**config.mk**
```make
export PLATFORM = sky130hd
export DESIGN_NAME = wla_ram
export DESIGN_NICKNAME = d
export VERILOG_FILES = /design/src/rtl/core/wla_ram.sv
export SDC_FILE = /design/constraint.sdc
export NUM_CORES = 1
export LEC_CHECK = 0
export BUFFER_PORTS_ARGS = -buffer_cell sky130_fd_sc_hd__buf_2
export CORE_MARGIN = 2
export CORE_UTILIZATION = 60
export CTS_CLUSTER_SIZE = 20
export DETAILED_ROUTE_END_ITERATION = 16
export GPL_ROUTABILITY_DRIVEN = 0
export PLACE_DENSITY = 0.78
export SKIP_LAST_GASP = 1
export SLEW_MARGIN = 20
export SYNTH_ARGS = -nofsm -noshare
export SYNTH_HDL_FRONTEND = slang
export SYNTH_SLANG_ARGS = --single-unit
```
**constraint.sdc**
```tcl
create_clock -name clk -period 2.4 [get_ports clk]
set_input_delay 0.24 -clock clk [delete_from_list [all_inputs] [get_ports clk]]
set_output_delay 0.24 -clock clk [all_outputs]
set_load 0.01 [all_outputs]
```
**src/rtl/core/wla_ram.sv**
```systemverilog
// wla_ram: generic single-write, single-read synchronous ram with registered read data
// no dependencies
`default_nettype none

module wla_ram #(
  parameter int WIDTH = 8,
  parameter int DEPTH = 16
) (
  input  wire logic                     clk,
  input  wire logic                     wr_en,
  input  wire logic [$clog2(DEPTH)-1:0] wr_addr,
  input  wire logic [WIDTH-1:0]         wr_data,
  input  wire logic                     rd_en,
  input  wire logic [$clog2(DEPTH)-1:0] rd_addr,
  output logic      [WIDTH-1:0]         rd_data
);

  logic [WIDTH-1:0] mem_r [DEPTH];

  always_ff @(posedge clk) begin
    if (wr_en) begin
      mem_r[wr_addr] <= wr_data;
    end
    if (rd_en) begin
      rd_data <= mem_r[rd_addr];
    end
  end

endmodule

`default_nettype wire

```
==> impl_metrics.json <==
{
  "cts_buffers": 17,
  "clock.fmax_mhz": 670,
  "worst_pin_slew_ps": 864,
  "die_y_um": 97.3,
  "grt_pass1_vias": 2582,
  "synth_seq_cells": 136,
  "clock-sinks": 136,
  "fin_cells": 404,
  "rsz0062_at_grt": "no",
  "worst-path-max-fanout": 1,
  "setup_viol": 0,
  "slowest_delay_ps": 510,
  "required_ps": 2660,
  "place_area_um2": 5570,
  "wirelength_um": 9710,
  "grt_first_pass_wirelength_um": 15100,
  "end_kind": "flip-flop",
  "cts_tree": "done",
  "drc": 0,
  "dp_hpwl_um": 6080,
  "clk_pin_slew_ps": 60,
  "maxCapViolations": 0,
  "skew_ps": 9.15,
  "final.setup.tns_ps": 0,
  "ctsHtreeMaxLevel": 4,
  "num_vias": 2486,
  "port_buffers": 26,
  "finalCritPeriodShare": 0.622,
  "dieWidth_um": 97.3,
  "placed_cells": 372,
  "placeableCoreArea_um2": 8590,
  "rows": 34,
  "antenna_left": 0,
  "clock_latency_ps": 510,
  "antenna_cells": 0,
  "critPathArrivalTime_ps": 1750,
  "hold_slack_ps": 104,
  "grt_overflow": 0,
  "grt_max_degree": 22,
  "p_per_area_nw_per_um2": 891,
  "relSlewSlack": 0.422,
  "ios": 27,
  "syn-cell-area_um2": 5230,
  "grt.total_usage": 0.226,
  "drv_slew": 0,
  "dieArea_um2": 9480,
  "finalNetCount": 302,
  "multi_input_area_um2": 1060,
  "fillCellCount": 501,
  "syn_avg_cell_area_um2": 22.8,
  "hold_viol_final": 0,
  "postCtsSetupBuffers": 0,
  "ys_seq_area_frac": 0.781,
  "cpMaxStageDelayCell": "mux4_1",
  "outcome": "finished clean",
  "synth_fp_nets": 248,
  "crit_type": "reg2reg",
  "hold_buffers": 0,
  "ys_warn_count": 0,
  "ctsResizeCount": 0,
  "cts_root_buffer": "clkbuf_8",
  "clockBufferDepth": 2,
  "wl_per_cell_um": 24.0,
  "crit_chain": "mux4_1 -> a22oi_1 -> nand2_1",
  "ir_worst_vdd_mv": 0.482,
  "power.leakage_nw": 2.10,
  "fin_crit_ps": 1490,
  "cp-start-kind": "flip-flop",
  "seq_area_um2": 4080,
  "yosysUniqueCellTypes": 18,
  "antenna_found_initial": 0,
  "hp-class": "in2reg",
  "syn_inst": 229,
  "drt-initial-drc-count": 206,
  "drive_above_1_share": 0.321,
  "start_util": 0.608,
  "dr.pass1.iters": 5,
  "via_per_inst": 6.15,
  "stdcell_area_um2": 6160,
  "area_growth_pct": 17.9
}
## synthesized netlist by cell type
cell,number,share of area
a22oi_1,16,0.023
and2_1,1,0.0012
and2b_1,1,0.0014
buf_2,3,0.0029
buf_4,1,0.0014
buf_6,3,0.0065
clkdlybuf4s25_2,3,0.0057
edfxtp_1,136,0.78
mux4_1,14,0.070
mux4_2,18,0.078
nand2_1,9,0.0065
nand2b_1,2,0.0024
nand3_1,1,0.00096
nand3b_1,2,0.0029
nor2_1,13,0.0093
nor2b_1,1,0.0012
nor3_1,4,0.0038
or3b_2,1,0.0017
## worst paths after layout
| kind | startpoint | endpoint | slack [ps] | cells after the start |
|---|---|---|---|---|
| setup / recovery | mem_r[1][2]$_DFFE_PP_ | rd_data[2]$_DFFE_PP_ | 910 | 3 |
| hold / removal | rd_en | rd_data[5]$_DFFE_PP_ | 100 | 1 |
| setup reg to reg | mem_r[1][2]$_DFFE_PP_ | rd_data[2]$_DFFE_PP_ | 910 | 3 |
| hold reg to reg | mem_r[15][1]$_DFFE_PP_ | rd_data[1]$_DFFE_PP_ | 760 | 3 |
## layout by cell type (no fill, tap or decap), types with 3 or more instances in the layout
cell type	Yosys	final
inv_6	0	3
bufinv_16	0	3
edfxtp_1	136	136
mux4_1	14	14
clkinvlp_4	0	3
mux4_2	18	18
a22oi_1	16	16
nand2_1	9	9
nor3_1	4	4
clkinv_2	0	3
buf_4	1	17
clkbuf_16	0	16
nor2_1	13	13
buf_2	3	26
## power by group
part	leakage (nW)	switching, W	internal, W
combinational	0.582	0.000140	0.000105
clock	0.282	0.000968	0.00158
sequential	1.24	0.0000157	0.00268
## layout make-up
cell class,instances,share of cell area
clock buffer,17,0.0672
clock inverter,15,0.0284
multi-input combinational,83,0.172
sequential,136,0.663
tap,108,0.0219
timing repair buffer,45,0.0483
## routing by layer
metal	track usage	share of wire
met4	0.0865	0.0092
met1	0.329	0.44
met2	0.338	0.49
met5	0	0
met3	0.0604	0.062
## critical path: cells and delay by family, from the launching register on
kind               cells  cell delay [ps]
DFF                    1              370
and+or+nand+nor        1               90
muxes                  1              510
AOI/OAI and AO/OA      1              270
## cells by family after synthesis
| group | after synthesis | share of synthesized area |
|---|---|---|
| compound gates | 16 | 0.0230 |
| buf+inv | 10 | 0.0165 |
| flops | 136 | 0.781 |
| mux | 32 | 0.148 |
| simple gates | 35 | 0.0314 |
## sequential cells by signal, indices dropped and copies added, names as in the netlist
name	count
mem_r	128
rd_data	8
## per-stage QoR
step           setup slack (ps)  total power (W)   util
3_3_place_gp                486          0.00298  0.649
3_5_place_dp                479          0.00299  0.649
6_report                    907          0.00549  0.717
5_1_grt                     844          0.00565  0.717
2_1_floorplan               667          0.00288      -
4_1_cts                     894          0.00552  0.717
Note: power is estimated with default switching activity, not from simulation.
