**src/rtl/core/wla_pkg.sv**
```systemverilog
// wla_pkg: shared constants, types and slot helpers of the windowed latency average
// no dependencies; imported by wla_div, windowed_latency_average and wla_checker
`default_nettype none

package wla_pkg;

  // ring geometry
  parameter int QUEUE_LEN  = 64;
  parameter int SLOT_W     = $clog2(QUEUE_LEN);
  parameter int CNT_W      = SLOT_W;
  parameter int FILL_W     = $clog2(QUEUE_LEN + 1);

  // field widths
  parameter int SAMPLE_W   = 32;
  parameter int STAMP_W    = 64;
  parameter int PERIOD_W   = 32;
  parameter int AVG_W      = 32;
  parameter int COUNTED_W  = 6;
  parameter int ENTRY_W    = STAMP_W + SAMPLE_W;

  // divisor holds c(c+1)/2 or c, dividend the weighted or plain sum
  parameter int DIV_W      = 2 * CNT_W;
  parameter int SUM_W      = SAMPLE_W + DIV_W;
  parameter int ITER_W     = $clog2(SUM_W + 1);

  // configuration port
  parameter int CFG_IDX_W  = 1;
  parameter int CFG_DATA_W = 32;

  parameter logic [CFG_IDX_W-1:0] REG_AVERAGE_METHOD = 1'd0;
  parameter logic [CFG_IDX_W-1:0] REG_WINDOW_PERIOD  = 1'd1;

  parameter logic OP_INSERT = 1'b0;
  parameter logic OP_QUERY  = 1'b1;

  parameter logic METHOD_MEAN     = 1'b0;
  parameter logic METHOD_WEIGHTED = 1'b1;

  typedef struct packed {
    logic             start;
    logic [SUM_W-1:0] dividend;
    logic [DIV_W-1:0] divisor;
  } div_req_t;

  typedef struct packed {
    logic             done;
    logic [SUM_W-1:0] quotient;
  } div_rsp_t;

  function automatic logic [SLOT_W-1:0] slot_inc(input logic [SLOT_W-1:0] s);
    if (s == SLOT_W'(QUEUE_LEN - 1)) begin
      return '0;
    end
    return s + 1'b1;
  endfunction

  function automatic logic [SLOT_W-1:0] slot_dec(input logic [SLOT_W-1:0] s);
    if (s == '0) begin
      return SLOT_W'(QUEUE_LEN - 1);
    end
    return s - 1'b1;
  endfunction

  // position of a slot in the write order: the last slot is written first after reset
  function automatic logic [FILL_W-1:0] slot_order(input logic [SLOT_W-1:0] s);
    if (s == SLOT_W'(QUEUE_LEN - 1)) begin
      return '0;
    end
    return FILL_W'(s) + 1'b1;
  endfunction

endpackage

`default_nettype wire

```
**src/rtl/core/wla_div.sv**
```systemverilog
// wla_div: restoring divider, one quotient bit per cycle
// depends on wla_pkg (widths, request and response structs)
`default_nettype none

module wla_div import wla_pkg::*; (
  input  wire logic     clk,
  input  wire logic     rst_n,
  input  wire div_req_t req,
  output div_rsp_t      rsp
);

  logic              busy_r;
  logic              done_r;
  logic [ITER_W-1:0] iter_r;
  logic [SUM_W-1:0]  quo_r;
  logic [DIV_W-1:0]  rem_r;
  logic [DIV_W-1:0]  divisor_r;

  logic [DIV_W:0]    rem_sh;
  logic [DIV_W:0]    rem_sub;
  logic              ge;

  always_comb begin
    rem_sh  = {rem_r, quo_r[SUM_W-1]};
    ge      = rem_sh >= {1'b0, divisor_r};
    rem_sub = rem_sh - {1'b0, divisor_r};
  end

  always_ff @(posedge clk) begin
    if (!rst_n) begin
      busy_r <= 1'b0;
      done_r <= 1'b0;
      iter_r <= '0;
    end else begin
      done_r <= busy_r && (iter_r == ITER_W'(1));
      if (req.start && !busy_r) begin
        busy_r <= 1'b1;
        iter_r <= ITER_W'(SUM_W);
      end else if (busy_r) begin
        iter_r <= iter_r - 1'b1;
        if (iter_r == ITER_W'(1)) begin
          busy_r <= 1'b0;
        end
      end
    end
  end

  always_ff @(posedge clk) begin
    if (req.start && !busy_r) begin
      quo_r     <= req.dividend;
      rem_r     <= '0;
      divisor_r <= req.divisor;
    end else if (busy_r) begin
      quo_r <= {quo_r[SUM_W-2:0], ge};
      rem_r <= ge ? rem_sub[DIV_W-1:0] : rem_sh[DIV_W-1:0];
    end
  end

  assign rsp.done     = done_r;
  assign rsp.quotient = quo_r;

endmodule

`default_nettype wire

```
**config.mk**
```make
export PLATFORM = sky130hd
export DESIGN_NAME = wla_div
export DESIGN_NICKNAME = d
export VERILOG_FILES = /design/src/rtl/core/wla_pkg.sv /design/src/rtl/core/wla_div.sv
export SDC_FILE = /design/constraint.sdc
export NUM_CORES = 1
export LEC_CHECK = 0
export BUFFER_PORTS_ARGS = -buffer_cell sky130_fd_sc_hd__buf_2
export CAP_MARGIN = 10
export CORE_UTILIZATION = 25
export DETAILED_ROUTE_END_ITERATION = 10
export GPL_ROUTABILITY_DRIVEN = 1
export PLACE_DENSITY = 0.43
export SLEW_MARGIN = 15
export SYNTH_ARGS = -nofsm -noshare
export SYNTH_HDL_FRONTEND = slang
export SYNTH_SLANG_ARGS = --single-unit
```
**constraint.sdc**
```tcl
create_clock -name clk -period 5.55 [get_ports clk]
set_input_delay 1.665 -clock clk [delete_from_list [all_inputs] [get_ports clk]]
set_output_delay 1.665 -clock clk [all_outputs]
set_load 0.05 [all_outputs]
```
==> impl_metrics.toml <==
[outcome]
run_status = "completed"

[timing]
max_freq_mhz = 343
timing.final.hold_violations = 0
finalWorstSetupSlack_ns = 2.64
worstMarginPinSlew_ns = 1.07
hold_ws_ns = 0.445
slew_violations = 0
setup_viol = 0
rsz0062_at_grt = "no"
period_share_pct = 52.5
fin_tns_setup_ns = 0
fin_crit_ns = 2.91
finClkSkew_ns = 0.00698
relSlewSlack_pct = 28.8

[global_routing]
grt.total_usage_pct = 11.5
use_met3_pct = 4.95
grt_pass1_wl_um = 13200
gr-usage-met1_pct = 14.4
grt_pass1_vias = 2670
antenna_found_initial = 0
use_met2_pct = 17.2
grt_max_degree = 60
grt.overflow.total = 0
grt.busiest_layer = "met2"

[synthesis]
avgSynthCellArea_um2 = 12.5
yosys-top-cells-count = "56 x edfxtp_1, 44 x mux2_2, 29 x nand2_1, 20 x dfxtp_1, 19 x inv_1"
synth_top_area_share_pct = 45.3
synth_top_family_by_area = "multiplexers"
seq_area_frac_synth_pct = 56.1
syn-num-nets = 370
synth_edf_count = 56
synth_compound_area_share_pct = 9.50
yosysTopAreaCell = "edfxtp_1"
synthAdderAreaFrac_pct = 5.26
synth.mux.area_fraction_pct = 13.9
synth-seq-cells = 76
synth_warnings = 0
ys_async_sr_fraction_pct = 0
synthFlopType = "edfxtp_1"
ys_top_cells_by_area = "edfxtp_1 45%, mux2_2 13%, dfxtp_1 11%"
synth_area_um2 = 3710
synth_xor_area_share_pct = 2.36
netlist_instances = 296
yosys.area_share.simple_pct = 9.20
ys_types = 49
synth_most_common_cell = "edfxtp_1"

[routing]
vias = 2647
drt-total-wl_um = 8340
post-route-drc-count = 0
post_drt_via_cell_ratio = 4.50
routedWlPerCell_um = 14.2
ant_nets = 0
dr.pass1.iters = 4
first_iter_violations = 75

[finish]
multiInputGateArea_um2 = 1500
design_area_um2 = 4670
fin_util_pct = 32.1
final-seq-area_um2 = 2080
fill_cells = 1521
final_cells = 588
drive_gt1_share_pct = 41.8
diodes = 0
nets = 473
synthToLayoutAreaGrowth_pct = 25.7

[clock_network]
cts_buffers = 9
clk_path_buf_depth = 2
cts_sinks = 76
cts_hold_buffers = 0
cts_root_buffer = "clkbuf_16"
cts_resized = 0
h-tree-depth = 3
cts_tree = "done"
clock_latency_ns = 0.33
clk_pin_slew_ns = 0.06
cts_setup_buffers = 0

[placement]
pre_cts_slack_ns = 2.26
place_area_um2 = 4410
gp_congestion = 0.743
dpl.hpwl_um = 5840
io_buffer_count = 103
place_inst = 572

[floorplanning]
dieArea_um2 = 15300
initial_core_util_pct = 25.5
die_h_um = 124
core_area_um2 = 14500
row_count = 44
dieWidth_um = 124
ioPinCount = 104

[setup_path]
critPathKind = "in2reg"
critPathBufInv = 2
worst_r2r_startpoint = "divisor_r[9]"
r2r_setup_slack_ns = 3.02
cp_max_fo = 59
max_stage_delay_ns = 0.62
cp-end-kind = "register"
worstSetupStartpointType = "input port"
crit_end = "quo_r[36]"
r2r-end = "quo_r[0]"
worstPathCellList = "buf_2 -> nor2b_4 -> buf_4 -> mux2_2"
arrival_ns = 2.99
cp-startpoint = "req[56]"
worst_ep_required_time_ns = 5.63
path_depth = 4
slowest_stage = "buf_4"
ff2ff_path_depth = 7
path_delay_family = "buffers and inverters"

[pwr]
cellPowerDensity_nw_per_um2 = 416
report.power.total_mw = 1.94
ir_drop_mv = 0.167
p_leak_nw = 1.92

[flow_run]
drv_cap = 0

[hold_path]
hold_class = "reg2reg"
## placed cells by master (no fill, tap or decap), types with 2 or more instances in the layout
master / instances
clkbuf_16: 9
mux2i_1: 2
dfxtp_1: 20
o21ai_0: 5
nand3b_1: 2
xor2_1: 5
or2_2: 2
clkbuf_1: 6
buf_4: 2
buf_2: 103
nor2_1: 6
inv_1: 18
o211ai_1: 6
nand2b_1: 3
mux2_2: 44
nand3_1: 8
a21o_1: 3
a22o_1: 2
a211oi_1: 3
a31o_2: 3
xnor2_1: 5
edfxtp_1: 56
nor3_1: 5
a21oi_1: 9
nor3b_1: 3
nand2_1: 29
or3_1: 2
a31oi_1: 2
and3_1: 4
o21a_1: 3
ha_1: 14
## layout make-up
class	instances	share of cell area, %
Clock buffer	15	5.31
Clock inverter	1	0.0805
Inverter	19	1.53
Multi-Input combinational cell	188	32.2
Sequential cell	76	44.6
Tap cell	184	4.93
Timing Repair Buffer	105	11.4
## where the power goes
group          switching (mW)  internal (mW)
sequential             0.0600          0.716
clock                   0.213          0.302
combinational           0.414          0.235
## tightest hold or removal path: cells and delay by family (launching register included)
kind | cells | cell delay [ns]
AOI/OAI and AO/OA | 1 | 0.05
DFF | 1 | 0.31
and+or+nand+nor | 1 | 0.05
## state kept, by name, summed over array words and instances (netlist names)
name,flops
divisor_r,12
busy_r,1
done_r,1
rem_r,12
quo_r,44
iter_r,6
## cells by family (layout without fill, tap and decap cells)
group / Yosys count / after routing
compound gates: 48 / 48
fa+ha+maj: 15 / 15
xor+xnor: 10 / 10
mux: 46 / 46
buf+inv: 32 / 140
simple gates: 69 / 69
flops: 76 / 76
## how the worst min path moves through the flow
stage                endpoint      start  depth (start not counted)
global placement    rem_r[11]  rem_r[11]                          2
CTS                 rem_r[11]  rem_r[11]                          2
global route        rem_r[11]  rem_r[11]                          2
floorplan           rem_r[11]  rem_r[11]                          2
finish              rem_r[11]  rem_r[11]                          2
detailed placement  rem_r[11]  rem_r[11]                          2
## per-layer routing
metal | up-vias | routed length [um]
met2 | 77 | 3710
li1 | 1301 | -
met3 | 7 | 657
met5 | - | 0
met1 | 1262 | 3870
met4 | 0 | 101
(Power assumes the default switching activity.)
